<file path="src/rtl/core/frsp_pkg.sv">
// Shared types, constants and CRC helper for the FIT record stream parser.
// Used by frsp_core and fit_record_stream_parser; depends on nothing.
package frsp_pkg;

    localparam int DefaultMaxFields = 128;
    localparam logic [15:0] DecodeSizeReset = 16'd40;

    localparam int NumValues = 7;

    // Status codes of a file report.
    localparam logic [3:0] ST_OK         = 4'd0;
    localparam logic [3:0] ST_SIGNATURE  = 4'd1;
    localparam logic [3:0] ST_HEADER_CRC = 4'd2;
    localparam logic [3:0] ST_COMPRESSED = 4'd3;
    localparam logic [3:0] ST_UNKNOWN_ID = 4'd4;
    localparam logic [3:0] ST_FIELD_SIZE = 4'd5;
    localparam logic [3:0] ST_LENGTH     = 4'd6;
    localparam logic [3:0] ST_FILE_CRC   = 4'd7;
    localparam logic [3:0] ST_TOO_MANY   = 4'd8;

    // Result kinds.
    localparam logic KIND_POINT  = 1'b0;
    localparam logic KIND_STATUS = 1'b1;

    // Captured value slots.
    localparam int SLOT_TIME = 0;
    localparam int SLOT_LAT  = 1;
    localparam int SLOT_LON  = 2;
    localparam int SLOT_ALT  = 3;
    localparam int SLOT_TEMP = 4;
    localparam int SLOT_SPD  = 5;
    localparam int SLOT_DIST = 6;

    localparam logic [7:0] FID_TIME = 8'd253;
    localparam logic [7:0] FID_LAT  = 8'd0;
    localparam logic [7:0] FID_LON  = 8'd1;
    localparam logic [7:0] FID_ALT  = 8'd78;
    localparam logic [7:0] FID_TEMP = 8'd13;
    localparam logic [7:0] FID_SPD  = 8'd73;
    localparam logic [7:0] FID_DIST = 8'd5;

    localparam logic [7:0] HDR_SIZE = 8'd14;

    typedef logic [NumValues-1:0][31:0] values_t;

    typedef struct packed {
        logic      kind;
        values_t   values;
        logic [3:0] status;
    } frsp_result_t;

    localparam logic [15:0] NIB_TABLE [16] = '{
        16'h0000, 16'hcc01, 16'hd801, 16'h1400, 16'hf001, 16'h3c00, 16'h2800, 16'he401,
        16'ha001, 16'h6c00, 16'h7800, 16'hb401, 16'h5000, 16'h9c01, 16'h8801, 16'h4400
    };

    localparam logic [7:0] SIG_BYTES [4] = '{8'h2e, 8'h46, 8'h49, 8'h54};

    localparam logic [15:0] KNOWN_GIDS [8] = '{
        16'd0, 16'd18, 16'd19, 16'd20, 16'd21, 16'd23, 16'd34, 16'd49
    };

    function automatic logic [15:0] crc_step(input logic [15:0] c, input logic [7:0] b);
        logic [15:0] t;
        t = (c >> 4) ^ NIB_TABLE[c[3:0]] ^ NIB_TABLE[b[3:0]];
        return (t >> 4) ^ NIB_TABLE[t[3:0]] ^ NIB_TABLE[b[7:4]];
    endfunction

    function automatic logic known_gid(input logic [15:0] gid);
        logic hit;
        hit = 1'b0;
        for (int i = 0; i < 8; i++)
        begin
            if (KNOWN_GIDS[i] == gid)
                hit = 1'b1;
        end
        return hit;
    endfunction

endpackage

</file>
<file path="src/rtl/core/frsp_ram.sv">
// Generic single-port-write, single-port-read RAM with a registered read.
// No dependencies.
module frsp_ram #(
    parameter int WIDTH = 16,
    parameter int DEPTH = 128,
    localparam int AW = (DEPTH > 1) ? $clog2(DEPTH) : 1
) (
    input  logic             clk,
    input  logic             wr_en,
    input  logic [AW-1:0]    wr_addr,
    input  logic [WIDTH-1:0] wr_data,
    input  logic [AW-1:0]    rd_addr,
    output logic [WIDTH-1:0] rd_data
);

    logic [WIDTH-1:0] mem [DEPTH];

    always_ff @(posedge clk)
    begin
        if (wr_en)
            mem[wr_addr] <= wr_data;
        rd_data <= mem[rd_addr];
    end

endmodule

</file>
<file path="src/rtl/core/frsp_core.sv">
// Byte-at-a-time FIT parse state and its next-state logic.
// Depends on frsp_pkg and frsp_ram (definition field table).
module frsp_core #(
    parameter int MAX_FIELDS = frsp_pkg::DefaultMaxFields
) (
    input  logic                  clk,
    input  logic                  rst_n,
    input  logic                  in_en,
    input  logic [7:0]            in_byte,
    input  logic                  in_first,
    input  logic                  in_last,
    input  logic [15:0]           decode_size,
    output logic                  res_valid,
    output frsp_pkg::frsp_result_t res
);
    import frsp_pkg::*;

    localparam int AW = (MAX_FIELDS > 1) ? $clog2(MAX_FIELDS) : 1;
    localparam logic [7:0] MaxF8 = 8'(MAX_FIELDS);

    localparam logic [3:0] PH_HDR        = 4'd0;
    localparam logic [3:0] PH_REC        = 4'd1;
    localparam logic [3:0] PH_DEF_HEAD   = 4'd2;
    localparam logic [3:0] PH_DEF_FIELDS = 4'd3;
    localparam logic [3:0] PH_DEV_COUNT  = 4'd4;
    localparam logic [3:0] PH_DEV_FIELDS = 4'd5;
    localparam logic [3:0] PH_SKIP       = 4'd6;
    localparam logic [3:0] PH_VALUES     = 4'd7;
    localparam logic [3:0] PH_TRAIL      = 4'd8;
    localparam logic [3:0] PH_DONE       = 4'd9;

    logic [3:0]  phase_reg, phase_next;
    logic [15:0] bc_reg, bc_next;
    logic [31:0] dr_reg, dr_next;
    logic [15:0] fcrc_reg, fcrc_next;
    logic [15:0] hcrc_reg, hcrc_next;
    logic [7:0]  hlen_reg, hlen_next;
    logic [7:0]  total_reg, total_next;
    logic [15:0] rb_reg, rb_next;
    logic [7:0]  dev_reg, dev_next;
    logic [7:0]  cursor_reg, cursor_next;
    logic [31:0] va_reg, va_next;
    logic [7:0]  gidl_reg, gidl_next;
    values_t     cap_reg, cap_next;
    logic        err_reg, err_next;
    // Current entry of the field table, plus a copy of entry zero.
    logic [7:0]  cur_id_reg, cur_id_next;
    logic [7:0]  cur_size_reg, cur_size_next;
    logic [7:0]  e0_id_reg, e0_id_next;
    logic [7:0]  e0_size_reg, e0_size_next;
    logic [7:0]  def_id_reg, def_id_next;

    logic          wr_en;
    logic [AW-1:0] wr_addr;
    logic [15:0]   rd_data;
    logic [7:0]    cur_plus1;

    logic          point;
    logic          report;
    logic [3:0]    code;

    assign cur_plus1 = cursor_next + 8'd1;

    frsp_ram #(
        .WIDTH (16),
        .DEPTH (MAX_FIELDS)
    ) u_fields (
        .clk     (clk),
        .wr_en   (wr_en),
        .wr_addr (wr_addr),
        .wr_data ({def_id_reg, in_byte}),
        .rd_addr (cur_plus1[AW-1:0]),
        .rd_data (rd_data)
    );

    always_comb
    begin
        logic [7:0]  b;
        logic        in_data;
        logic        do_start;
        logic [7:0]  st_size;
        logic [31:0] va_new;
        logic [7:0]  hl_eff;

        b = in_byte;
        phase_next    = in_first ? PH_HDR : phase_reg;
        bc_next       = in_first ? '0 : bc_reg;
        dr_next       = in_first ? '0 : dr_reg;
        fcrc_next     = in_first ? '0 : fcrc_reg;
        hcrc_next     = in_first ? '0 : hcrc_reg;
        hlen_next     = in_first ? '0 : hlen_reg;
        total_next    = in_first ? '0 : total_reg;
        rb_next       = in_first ? '0 : rb_reg;
        dev_next      = in_first ? '0 : dev_reg;
        cursor_next   = in_first ? '0 : cursor_reg;
        va_next       = in_first ? '0 : va_reg;
        gidl_next     = in_first ? '0 : gidl_reg;
        cap_next      = in_first ? '0 : cap_reg;
        err_next      = in_first ? 1'b0 : err_reg;
        cur_id_next   = cur_id_reg;
        cur_size_next = cur_size_reg;
        e0_id_next    = e0_id_reg;
        e0_size_next  = e0_size_reg;
        def_id_next   = def_id_reg;
        wr_en   = 1'b0;
        wr_addr = cursor_next[AW-1:0];
        point   = 1'b0;
        report  = 1'b0;
        code    = ST_OK;
        in_data  = 1'b0;
        do_start = 1'b0;
        st_size  = '0;
        va_new   = '0;
        hl_eff   = '0;

        if (!in_en)
        begin
            phase_next = phase_reg; bc_next = bc_reg; dr_next = dr_reg;
            fcrc_next = fcrc_reg; hcrc_next = hcrc_reg; hlen_next = hlen_reg;
            total_next = total_reg; rb_next = rb_reg; dev_next = dev_reg;
            cursor_next = cursor_reg; va_next = va_reg; gidl_next = gidl_reg;
            cap_next = cap_reg; err_next = err_reg;
            wr_addr = cursor_reg[AW-1:0];
        end
        else if (!err_next && phase_next != PH_DONE)
        begin
            fcrc_next = crc_step(fcrc_next, b);
            in_data = (phase_next != PH_HDR) && (phase_next != PH_TRAIL);
            if (in_data)
                dr_next = dr_next - 32'd1;

            unique case (phase_next)
                PH_HDR:
                begin
                    if (bc_next == 16'd0)
                        hlen_next = b;
                    hl_eff = hlen_next;
                    if (bc_next < {8'd0, hl_eff} && bc_next < {8'd0, HDR_SIZE})
                        hcrc_next = crc_step(hcrc_next, b);
                    if (bc_next >= 16'd4 && bc_next <= 16'd7)
                    begin
                        unique case (bc_next[1:0])
                            2'd0: dr_next[7:0]   = dr_next[7:0]   | b;
                            2'd1: dr_next[15:8]  = dr_next[15:8]  | b;
                            2'd2: dr_next[23:16] = dr_next[23:16] | b;
                            default: dr_next[31:24] = dr_next[31:24] | b;
                        endcase
                    end
                    if (bc_next >= 16'd8 && bc_next <= 16'd11
                        && b != SIG_BYTES[bc_next[1:0]])
                    begin
                        report = 1'b1;
                        code   = ST_SIGNATURE;
                    end
                    else
                    begin
                        bc_next = bc_next + 16'd1;
                        if (bc_next == {8'd0, HDR_SIZE})
                        begin
                            if (hcrc_next != 16'd0)
                            begin
                                report = 1'b1;
                                code   = ST_HEADER_CRC;
                            end
                            else
                            begin
                                bc_next = '0;
                                phase_next = (dr_next != 32'd0) ? PH_REC : PH_TRAIL;
                            end
                        end
                    end
                end
                PH_REC:
                begin
                    if (b[7])
                    begin
                        report = 1'b1;
                        code   = ST_COMPRESSED;
                    end
                    else if (b[6])
                    begin
                        va_next    = {26'd0, b[5], 5'd0};
                        rb_next    = '0;
                        bc_next    = 16'd1;
                        phase_next = PH_DEF_HEAD;
                    end
                    else if (rb_next == decode_size)
                    begin
                        cap_next      = '0;
                        cursor_next   = '0;
                        cur_id_next   = e0_id_reg;
                        cur_size_next = e0_size_reg;
                        st_size       = e0_size_reg;
                        do_start      = 1'b1;
                    end
                    else
                    begin
                        bc_next = '0;
                        if (rb_next != 16'd0)
                            phase_next = PH_SKIP;
                    end
                end
                PH_DEF_HEAD:
                begin
                    if (bc_next == 16'd3)
                        gidl_next = b;
                    if (bc_next == 16'd4 && !known_gid({b, gidl_next}))
                    begin
                        report = 1'b1;
                        code   = ST_UNKNOWN_ID;
                    end
                    else if (bc_next == 16'd5)
                    begin
                        if (b > MaxF8)
                        begin
                            report = 1'b1;
                            code   = ST_TOO_MANY;
                        end
                        else
                        begin
                            total_next  = b;
                            cursor_next = '0;
                            bc_next     = '0;
                            if (b == 8'd0)
                                phase_next = va_next[5] ? PH_DEV_COUNT : PH_REC;
                            else
                                phase_next = PH_DEF_FIELDS;
                        end
                    end
                    else
                        bc_next = bc_next + 16'd1;
                end
                PH_DEF_FIELDS:
                begin
                    if (bc_next == 16'd0)
                        def_id_next = b;
                    if (bc_next == 16'd1)
                    begin
                        wr_en   = 1'b1;
                        rb_next = rb_next + {8'd0, b};
                        if (cursor_next == 8'd0)
                        begin
                            e0_id_next   = def_id_reg;
                            e0_size_next = b;
                        end
                    end
                    wr_addr = cursor_next[AW-1:0];
                    bc_next = bc_next + 16'd1;
                    if (bc_next >= 16'd3)
                    begin
                        bc_next     = '0;
                        cursor_next = cursor_next + 8'd1;
                        if (cursor_next >= total_next)
                            phase_next = va_next[5] ? PH_DEV_COUNT : PH_REC;
                    end
                end
                PH_DEV_COUNT:
                begin
                    dev_next   = b;
                    bc_next    = '0;
                    phase_next = (b != 8'd0) ? PH_DEV_FIELDS : PH_REC;
                end
                PH_DEV_FIELDS:
                begin
                    bc_next = bc_next + 16'd1;
                    if (bc_next >= 16'd3)
                    begin
                        bc_next  = '0;
                        dev_next = dev_next - 8'd1;
                        if (dev_next == 8'd0)
                            phase_next = PH_REC;
                    end
                end
                PH_SKIP:
                begin
                    bc_next = bc_next + 16'd1;
                    if (bc_next >= rb_next)
                    begin
                        bc_next    = '0;
                        phase_next = PH_REC;
                    end
                end
                PH_VALUES:
                begin
                    va_new = va_next | ({24'd0, b} << {bc_next[1:0], 3'd0});
                    va_next = va_new;
                    bc_next = bc_next + 16'd1;
                    if (cursor_next < MaxF8 && bc_next >= {8'd0, cur_size_reg})
                    begin
                        unique case (cur_id_reg)
                            FID_TIME: cap_next[SLOT_TIME] = va_new;
                            FID_LAT:  cap_next[SLOT_LAT]  = va_new;
                            FID_LON:  cap_next[SLOT_LON]  = va_new;
                            FID_ALT:  cap_next[SLOT_ALT]  = va_new;
                            FID_TEMP: cap_next[SLOT_TEMP] = va_new;
                            FID_SPD:  cap_next[SLOT_SPD]  = va_new;
                            FID_DIST: cap_next[SLOT_DIST] = va_new;
                            default: ;
                        endcase
                        cursor_next   = cursor_next + 8'd1;
                        cur_id_next   = rd_data[15:8];
                        cur_size_next = rd_data[7:0];
                        st_size       = rd_data[7:0];
                        do_start      = 1'b1;
                    end
                end
                default: ;
            endcase

            if (do_start)
            begin
                bc_next = '0;
                va_next = '0;
                if (cursor_next >= total_next || cursor_next >= MaxF8)
                begin
                    phase_next = PH_REC;
                    point      = 1'b1;
                end
                else if (st_size != 8'd1 && st_size != 8'd2 && st_size != 8'd4)
                begin
                    report = 1'b1;
                    code   = ST_FIELD_SIZE;
                end
                else
                    phase_next = PH_VALUES;
            end

            if (report)
            begin
                err_next = 1'b1;
                point    = 1'b0;
            end
            else
            begin
                if (in_data && dr_next == 32'd0)
                begin
                    if (phase_next == PH_REC)
                        phase_next = PH_TRAIL;
                    else
                    begin
                        report   = 1'b1;
                        code     = ST_LENGTH;
                        err_next = 1'b1;
                        point    = 1'b0;
                    end
                end
                if (!report && in_last)
                begin
                    report = 1'b1;
                    point  = 1'b0;
                    if (phase_next != PH_TRAIL)
                        code = ST_LENGTH;
                    else if (fcrc_next != 16'd0)
                        code = ST_FILE_CRC;
                    else
                        code = ST_OK;
                    phase_next = PH_DONE;
                end
            end
        end
    end

    always_comb
    begin
        res_valid  = report || point;
        res.kind   = report ? KIND_STATUS : KIND_POINT;
        res.values = report ? '0 : cap_next;
        res.status = report ? code : ST_OK;
    end

    always_ff @(posedge clk or negedge rst_n)
    begin
        if (!rst_n)
        begin
            phase_reg    <= PH_HDR;
            bc_reg       <= '0;
            dr_reg       <= '0;
            fcrc_reg     <= '0;
            hcrc_reg     <= '0;
            hlen_reg     <= '0;
            total_reg    <= '0;
            rb_reg       <= '0;
            dev_reg      <= '0;
            cursor_reg   <= '0;
            va_reg       <= '0;
            gidl_reg     <= '0;
            cap_reg      <= '0;
            err_reg      <= 1'b0;
            cur_id_reg   <= '0;
            cur_size_reg <= '0;
            e0_id_reg    <= '0;
            e0_size_reg  <= '0;
            def_id_reg   <= '0;
        end
        else
        begin
            phase_reg    <= phase_next;
            bc_reg       <= bc_next;
            dr_reg       <= dr_next;
            fcrc_reg     <= fcrc_next;
            hcrc_reg     <= hcrc_next;
            hlen_reg     <= hlen_next;
            total_reg    <= total_next;
            rb_reg       <= rb_next;
            dev_reg      <= dev_next;
            cursor_reg   <= cursor_next;
            va_reg       <= va_next;
            gidl_reg     <= gidl_next;
            cap_reg      <= cap_next;
            err_reg      <= err_next;
            cur_id_reg   <= cur_id_next;
            cur_size_reg <= cur_size_next;
            e0_id_reg    <= e0_id_next;
            e0_size_reg  <= e0_size_next;
            def_id_reg   <= def_id_next;
        end
    end

endmodule

</file>
<file path="src/rtl/core/fit_record_stream_parser.sv">
// Top level of the FIT record stream parser: stream ports, size register,
// result register with skid stage. Depends on frsp_pkg and frsp_core.
//
//  channel   | dir | carries
//  s_axis    | in  | one file byte per beat, first-byte flag, last-byte mark
//  m_axis    | out | data point or file status report per beat
//  cfg       | in  | decode record size write
//
// Every byte is parsed in the cycle it is accepted; a byte can be taken every cycle
// while the skid stage is empty. Each result is registered in the output register, or
// in the skid stage when the output register is still waiting. The output register and
// skid stage hold up to two results; s_axis_tready drops only while the skid stage is full.
// Reset clears all parse state at once; the field table needs no clearing pass.
module fit_record_stream_parser #(
    parameter int MAX_FIELDS = frsp_pkg::DefaultMaxFields
) (
    input  logic         clk,
    input  logic         rst_n,
    input  logic         s_axis_tvalid,
    output logic         s_axis_tready,
    input  logic [7:0]   s_axis_tdata,  // data_byte
    input  logic         s_axis_tuser,  // first_byte
    input  logic         s_axis_tlast,  // last_byte
    output logic         m_axis_tvalid,
    input  logic         m_axis_tready,
    // timestamp, latitude, longitude, altitude_raw, temperature_raw,
    // speed_raw, distance_raw, status, zero fill
    output logic [231:0] m_axis_tdata,
    output logic         m_axis_tuser,  // kind
    input  logic         cfg_wr_en,
    input  logic [15:0]  cfg_wr_data
);
    import frsp_pkg::*;

    logic [15:0]  size_reg;
    logic         accept;
    logic         res_valid;
    frsp_result_t res;
    frsp_result_t out_reg, skid_reg;
    logic         out_v_reg, skid_v_reg;
    logic         pop;

    assign s_axis_tready = !skid_v_reg;
    assign accept        = s_axis_tvalid && s_axis_tready;
    assign pop           = out_v_reg && m_axis_tready;

    frsp_core #(
        .MAX_FIELDS (MAX_FIELDS)
    ) u_core (
        .clk         (clk),
        .rst_n       (rst_n),
        .in_en       (accept),
        .in_byte     (s_axis_tdata),
        .in_first    (s_axis_tuser),
        .in_last     (s_axis_tlast),
        .decode_size (size_reg),
        .res_valid   (res_valid),
        .res         (res)
    );

    always_ff @(posedge clk or negedge rst_n)
    begin
        if (!rst_n)
            size_reg <= DecodeSizeReset;
        else if (cfg_wr_en)
            size_reg <= cfg_wr_data;
    end

    always_ff @(posedge clk or negedge rst_n)
    begin
        if (!rst_n)
        begin
            out_v_reg  <= 1'b0;
            skid_v_reg <= 1'b0;
        end
        else if (skid_v_reg)
        begin
            if (pop)
            begin
                out_v_reg  <= 1'b1;
                skid_v_reg <= 1'b0;
            end
        end
        else if (res_valid)
        begin
            if (!out_v_reg || pop)
                out_v_reg <= 1'b1;
            else
                skid_v_reg <= 1'b1;
        end
        else if (pop)
            out_v_reg <= 1'b0;
    end

    always_ff @(posedge clk)
    begin
        if (skid_v_reg)
        begin
            if (pop)
                out_reg <= skid_reg;
        end
        else if (res_valid)
        begin
            if (!out_v_reg || pop)
                out_reg <= res;
            else
                skid_reg <= res;
        end
    end

    assign m_axis_tvalid = out_v_reg;
    assign m_axis_tuser  = out_reg.kind;
    assign m_axis_tdata  = {4'd0, out_reg.status, out_reg.values};

    // The skid stage is only ever filled behind a waiting result.
    a_skid_behind_out: assert property (@(posedge clk) disable iff (!rst_n)
        skid_v_reg |-> out_v_reg)
        else $error("skid stage holds a beat while output register is empty");

    a_status_zero_values: assert property (@(posedge clk) disable iff (!rst_n)
        (out_v_reg && out_reg.kind == KIND_STATUS) |-> out_reg.values == '0)
        else $error("status report carries nonzero values");

    a_point_ok_status: assert property (@(posedge clk) disable iff (!rst_n)
        (out_v_reg && out_reg.kind == KIND_POINT) |-> out_reg.status == ST_OK)
        else $error("data point carries nonzero status");

    a_no_result_without_byte: assert property (@(posedge clk) disable iff (!rst_n)
        !accept |-> !res_valid)
        else $error("result produced without an accepted byte");

endmodule

</file>
<file path="config.mk">
export PLATFORM = sky130hd
export DESIGN_NAME = fit_record_stream_parser
export DESIGN_NICKNAME = d
export VERILOG_FILES = /design/src/rtl/core/frsp_pkg.sv /design/src/rtl/core/frsp_ram.sv /design/src/rtl/core/frsp_core.sv /design/src/rtl/core/fit_record_stream_parser.sv
export SDC_FILE = /design/constraint.sdc
export NUM_CORES = 2
export LEC_CHECK = 0
export BUFFER_PORTS_ARGS = -buffer_cell sky130_fd_sc_hd__buf_2
export CAP_MARGIN = 30
export CORE_MARGIN = 2
export CORE_UTILIZATION = 56
export DETAILED_ROUTE_END_ITERATION = 10
export HOLD_SLACK_MARGIN = 0.12
export PLACE_DENSITY = 0.75
export SYNTH_ARGS = -nofsm -noshare
export SYNTH_HDL_FRONTEND = slang
export SYNTH_SLANG_ARGS = --single-unit
</file>
<file path="constraint.sdc">
create_clock -name clk -period 22 [get_ports clk]
set_clock_uncertainty 0.1 [all_clocks]
set_input_delay 2.2 -clock clk [delete_from_list [all_inputs] [get_ports clk]]
set_output_delay 2.2 -clock clk [all_outputs]
set_load 0.01 [all_outputs]
</file>
### After elaboration in Yosys (flattened, before gate mapping)

Memories as Yosys holds them, arrays and structs flattened. A register that Yosys moved wholly into a read port is not among the register bits.
Index checks and enable logic that the tools add are counted.

* bits in writable memories: 2048
* register bits after elaboration: 913
* memories: 7
* ROM bits: 1536
* bits in latches: 0

* div/mod/pow operators: 0
* $lt $le $gt $ge: 21
* bitwise operators: 22
* reductions and logical operators: 49
* multipliers: 0
* equality and inequality tests: 42
* add/subtract/negate cells: 6
* multiplexer cells: 268
* shifts and indexed selects: 1

Memories
* u_core.u_fields.mem: words 128, width 16, read ports 1, clocked after memory_dff 1, write ports 1, line frsp_ram.sv:16 `logic [WIDTH-1:0] mem [DEPTH];`
* (name not given): words 16, width 16, read ports 1, clocked after memory_dff 0, write ports 0, line frsp_pkg.sv:65 `t = (c >> 4) ^ NIB_TABLE[c[3:0]] ^ NIB_TABLE[b[3:0]];`
* (name not given): words 16, width 16, read ports 1, clocked after memory_dff 0, write ports 0, line frsp_pkg.sv:65
* (name not given): words 16, width 16, read ports 1, clocked after memory_dff 0, write ports 0, line frsp_pkg.sv:66 `return (t >> 4) ^ NIB_TABLE[t[3:0]] ^ NIB_TABLE[b[7:4]];`
* (name not given): words 16, width 16, read ports 1, clocked after memory_dff 0, write ports 0, line frsp_pkg.sv:66
* (name not given): words 16, width 16, read ports 1, clocked after memory_dff 0, write ports 0, line frsp_pkg.sv:65
* 1 more memories

Operator list (count)
* $mux W224: 8
* $mux W229: 4
* $mux W32: 24
* $mux W16: 40
* $mux W8: 58
* $pmux W224 S2: 1
* $mux W4: 47
* $pmux W16 S7: 1
* $eq A5 B16 Y1 const A: 5
* $mux W1: 67
* $pmux W32 S2: 1
* $pmux W8 S2: 4
* $xor A12 B16 Y16: 4
* $xor A16 B16 Y16: 4
* $reduce_bool A16 Y1: 3
* $eq A16 B3 Y1 const B: 2
* $eq A6 B16 Y1 const A: 2
* $logic_not A16 Y1: 2
* $logic_not A32 Y1: 1
* $logic_not A8 Y1: 4
* $or A32 B32 Y32: 1
* $or A8 B8 Y8: 4
* $pmux W16 S2: 1
* $pmux W8 S4: 1
* 70 further kinds: 120

### Longest topological paths before layout

* depth after elaboration: 46
* depth in mapped cells: 38

### Modules after synthesis

Synthesis repeated with hierarchy kept, for this count alone.

* cells, all modules: 6951
* area, all modules: 123543.5 µm²

Modules (own cells, without submodules)
* frsp_ram: area each 78524.1 µm², cells each 3085, sequential area each 61819.3 µm², instances 1
* frsp_core: area each 27161.0 µm², cells each 3101, sequential area each 10935.5 µm², instances 1
* fit_record_stream_parser: area each 17858.4 µm², cells each 765, sequential area each 14206.1 µm², instances 1

### Worst setup path before layout

No wires, ideal clock.

* path type: in2reg
* from: input s_axis_tuser
* to: register out_reg, in the netlist m_axis_tdata[0] (enable)
* required time: 20.732 ns
* path buffers: 5
* stages on the path: 29
* data arrival time: 25.041 ns
* library setup time: 1.168 ns
* path slack: -4.308 ns
* cell sequence: clkbuf_1 clkbuf_1 buf_2 buf_2 nor2b_1 clkbuf_1 ha_1 or3b_2 nor4_1 a21o_1 nor3_1 a211oi_1 a21oi_1 nor4_1 mux2_2 ha_1 nand2b_1 a21o_1 a21o_1 a21o_1 a21o_1 a21o_1 a21o_1 a21oi_1 a21boi_0 o21bai_1 a21oi_1 o41ai_1 a21boi_0

* longest elaborated chain between the ends: 45

Ends and longest elaborated chain
* from (decl): line fit_record_stream_parser.sv:22 `input logic s_axis_tuser,`
* $mux W16: line frsp_core.sv:87 `bc_next = in_first ? '0 : bc_reg;`
* $eq A16 B2 Y1: line frsp_core.sv:205 `if (bc_next == 16'd3)`
* $mux W8: line frsp_core.sv:205
* $mux W8: line frsp_core.sv:132 `unique case (phase_next)`
* $mux W8: line frsp_core.sv:125 `else if (!err_next && phase_next != PH_DONE)`
* $mux W8: line frsp_core.sv:116 `if (!in_en)`
* $logic_not A16 Y1: line frsp_pkg.sv:74 `if (KNOWN_GIDS[i] == gid)`
* $mux W1 (8 in a row): line frsp_pkg.sv:74
* [... 22 more ...]
* $logic_and A1 B1 Y1: line frsp_core.sv:347 `if (!report && in_last)`
* $mux W1: line frsp_core.sv:347
* $mux W1: line frsp_core.sv:328 `if (report)`
* $mux W1: line frsp_core.sv:125
* $mux W1: line frsp_core.sv:116
* $logic_or A1 B1 Y1 (*): line frsp_core.sv:365 `res_valid = report || point;`
* $reduce_bool A2 Y1 (no line) (*)
* $reduce_and A3 Y1 (no line) (*)
* to (signal assigned): line fit_record_stream_parser.sv:100 `out_reg <= skid_reg;`
* to (signal assigned): line fit_record_stream_parser.sv:105 `out_reg <= res;`
* to (decl): line fit_record_stream_parser.sv:39 `frsp_result_t out_reg, skid_reg;`

Every way passes the cells marked *; elsewhere a longest branch is shown, timed or not. The select of a mux whose other input is x is not followed.
A chain may end at the register's enable or synchronous reset.

### Final worst setup path

* from: input s_axis_tuser
* to: register u_core.u_fields.rd_data[0], read port of u_core.u_fields.mem

* longest elaborated chain between the ends: 27

Ends and longest elaborated chain
* $mux W16: line frsp_core.sv:87
* $eq A16 B2 Y1: line frsp_core.sv:205
* $mux W8: line frsp_core.sv:205
* $mux W8: line frsp_core.sv:132
* $mux W8: line frsp_core.sv:125
* $mux W8: line frsp_core.sv:116
* $logic_not A16 Y1: line frsp_pkg.sv:74
* $mux W1 (8 in a row): line frsp_pkg.sv:74
* [... 4 more ...]
* $logic_and A1 B1 Y1: line frsp_core.sv:207 `if (bc_next == 16'd4 && !known_gid({b, gidl_next}))`
* $mux W8: line frsp_core.sv:207
* $pmux W8 S4: line frsp_core.sv:132
* $mux W8: line frsp_core.sv:125
* $mux W8: line frsp_core.sv:116
* $mux W8 (*): line frsp_core.sv:125
* $mux W8 (*): line frsp_core.sv:116
* $add A7 B1 Y7 (*): line frsp_core.sv:62 `assign cur_plus1 = cursor_next + 8'd1;`
* to (decl): line frsp_ram.sv:13 `output logic [WIDTH-1:0] rd_data`

Marks and branches as above.

==> flow_summary.yaml <==
outcome:
  outcome: "finished, final reports clean"
power:
  p_per_area_nw_per_um2: 101
  cellInternalPower_mw: 10.1
  pwr-share-comb_pct: 16.9
  ir_drop_mv: 0.0969
  clockPowerShare_pct: 35.3
  p_seq_share_pct: 47.8
  p_sw_share_pct: 27.8
  p_leak_nw: 50.6
  p_switching_mw: 3.88
sta:
  max_freq_ghz: 0.0843
  setup_viol: 0
  slew-limit-headroom_pct: 20.4
  period_minus_slack_ps: 11870
  worst_pin_slew_ps: 1160
  maxSlewViolCount: 0
  hold_ws_ps: 372
  timing.final.crit_share_pct: 53.9
  rsz0062_at_grt: "no"
  tns_ps: 0
  hold_viol_final: 0
synthesis:
  synth_top_cell_area_share_pct: 61.4
  avgSynthCellArea_um2: 15.5
  syn_inst: 7906
  yosys.area_share.xor_xnor_pct: 0.882
  synth_top_family_by_area: "multiplexers"
  synth_edf_count: 2506
  ys_ff_latch: 2977
  synth_adder_area_share_pct: 0.762
  ys_top_cells_by_area: "edfxtp_1 (61%), mux4_2 (9.7%), dfrtp_1 (9.3%)"
  yosysTopAreaCell: "edfxtp_1"
  yosys-mux-area-fraction_pct: 10.5
  yosys_warnings: 0
  async_flop_share_pct: 15.3
  syn-cell-area_um2: 123000
  synth_compound_area_share_pct: 6.98
  synthFlopType: "edfxtp_1"
  yosys.area_share.simple_pct: 7.36
  synth_cell_types: 90
  seq_area_frac_synth_pct: 71.0
critical_path:
  path_delay_family: "simple AND/OR/NAND/NOR gates"
  crit_path_start_kind: "primary input"
  critical_path_buf_inv_count: 5
  worstPathMaxFanout: 79
  cp_common_cell: "buf_4"
  crit_slowest_cell: "ha_4"
  slowest_delay_ps: 1000
  cp_data_arrival_time_ps: 12570
  critPathKind: "primary input to flip-flop"
  worstPathRequired_ps: 22700
  r2r_setup_slack_ps: 11150
  end_kind: "flip-flop"
  worstPathCellList: "buf_6 -> nor2b_1 -> ha_1 -> nand4b_1 -> nor3_1 -> mux2i_1 -> a221oi_1 -> and4_1 -> o22ai_1 -> buf_4 -> a21oi_1 -> nand2_4 -> ha_4 -> buf_4 -> buf_12 -> buf_4 -> mux4_2 -> mux4_2 -> o2111ai_1 -> and3_1 -> a31oi_1"
place:
  routabilityCongestion: 0.902
  dp.cells: 10800
  io_buffers: 261
  dpl.hpwl_um: 205000
clock_tree:
  cts.path.max_buffers: 4
  insertion_delay_ps: 960
  postCtsResizedCells: 0
  cts_root_buf: "clkbuf_16"
  cts_num_sinks: 2977
  cts_tree: "built"
  post-cts-setup-buffer-count: 0
  cts_hold_buffers: 0
  cts_buffers: 313
  cts_max_level: 5
  path_clk_slew_ps: 60
global_routing:
  antenna_found_initial: 16
  grt_usage_pct: 30.7
  overflow: 0
  grt_pass1_vias: 74100
  grt_max_degree: 237
  grt_pass1_wl_um: 502000
routing:
  wirelength_um: 345000
  drt_iter0_markers: 12000
  antenna_left: 0
  drc: 0
  vias: 76200
  wire_per_inst_um: 30.4
  dr.pass1.iters: 7
  detail_route.vias_per_cell: 6.70
die:
  ioPinCount: 266
  dieArea_um2: 223000
  start_util_pct: 56.4
  num_rows: 171
  fp.dieW_um: 472
  chipHeight_um: 472
  core_area_um2: 217000
layout:
  fin_nets: 8376
  stdcell_count: 11400
  final_cell_mix: "edfxtp_1 (2,506), nand2_1 (888), nor2_1 (571), mux4_2 (529), dfrtp_1 (444)"
  final_util_pct: 63.5
  final_common_cell: "edfxtp_1"
  drive_gt1_share_pct: 19.2
  largest_reg_flops: 2048
  area_growth_pct: 12.6
min_path:
  hold_path.class: "flip-flop to flip-flop"
flow_run:
  drv_cap: 0
==> synthesized netlist by cell type (all sizes together) (7+ instances only) <==
library cell	number
edfxtp	2506
nand2	893
nor2	602
mux4	529
dfrtp	453
clkbuf	387
inv	289
a22oi	242
o31ai	238
nand3	192
a21oi	184
o21ai	184
buf	121
nor3	105
xnor2	78
ha	73
a31oi	66
mux2i	57
nand4	51
a22o	48
nor2b	41
xor2	41
mux2	38
nor4	38
a21o	32
and3	26
a32oi	24
and2	24
o2111ai	22
o22ai	22
a211oi	21
a32o	18
or4	17
dfxtp	16
o211ai	16
a2111oi	14
nand2b	14
or2	14
nor3b	13
o21bai	12
or3	12
o21a	8
a211o	7
o221ai	7
o22a	7
==> worst min-delay path, delay by kind of cell (launching register included) <==
family          cells  cell delay, ps
simple gates        1              50
compound gates      1              60
flops               1             330
==> power groups by stage <==
stage | sequential, mW | combinational (mW) | clock [mW]
2_1_floorplan | 6.74 | 1.60 | 0
3_3_place_gp | 6.77 | 2.25 | 0
3_5_place_dp | 6.78 | 2.31 | 0
4_1_cts | 6.66 | 2.33 | 4.97
5_1_grt | 6.69 | 2.55 | 5.18
6_report | 6.68 | 2.36 | 4.94
==> logic make-up (layout without fill, tap and decap cells) <==
family	Yosys count	in the layout
mux	624	624
other cells	1	12
fa+ha+maj	74	74
simple gates	2076	2076
flops	2977	2977
xor+xnor	120	120
compound gates	1236	1236
buf+inv	798	1388
==> final cells by class <==
class	count	area [um^2]
Tap cell	2854	3570
Sequential cell	2977	87000
Antenna cell	8	20.0
Fill cell	14800	79400
Timing Repair Buffer	555	4030
Clock inverter	139	937
Inverter	290	1100
Multi-Input combinational cell	4134	32900
Clock buffer	404	8430
==> final timing paths <==
check	start	endpoint	cells past startpoint
worst max register to register	u_core.bc_reg[0]$_DFFE_PN0P_	u_core.u_fields.rd_data[0]$_DFF_P_	20
worst min-delay path	skid_reg[8]$_DFFE_PP_	m_axis_tdata[4]$_DFFE_PP_	2
worst max-delay path	s_axis_tuser	u_core.u_fields.rd_data[0]$_DFF_P_	21
max in group asynchronous	rst_n	u_core.cap_reg[60]$_DFF_PN0_	5
worst min register to register	skid_reg[8]$_DFFE_PP_	m_axis_tdata[4]$_DFFE_PP_	2
min in group asynchronous	rst_n	u_core.hcrc_reg[3]$_DFFE_PN0P_	1
==> metal layers <==
| metal | global-route usage (%) | routed length (um) | vias up |
|---|---|---|---|
| li1 | - | - | 31200 |
| met1 | 41.4 | 124000 | 38600 |
| met2 | 48.2 | 163000 | 5462 |
| met3 | 6.89 | 40200 | 907 |
| met4 | 13.9 | 17800 | 18 |
| met5 | 0 | 115 | - |
==> metrics by stage <==
stage	total power, mW	setup slack, ps	instance area, um^2
finish	14.0	10130	138000
global route	14.4	9140	138000
CTS	14.0	9950	138000
detailed placement	9.09	8950	128000
global placement	9.02	9180	128000
floorplan	8.34	1710	123000
(Power assumes the default switching activity.)
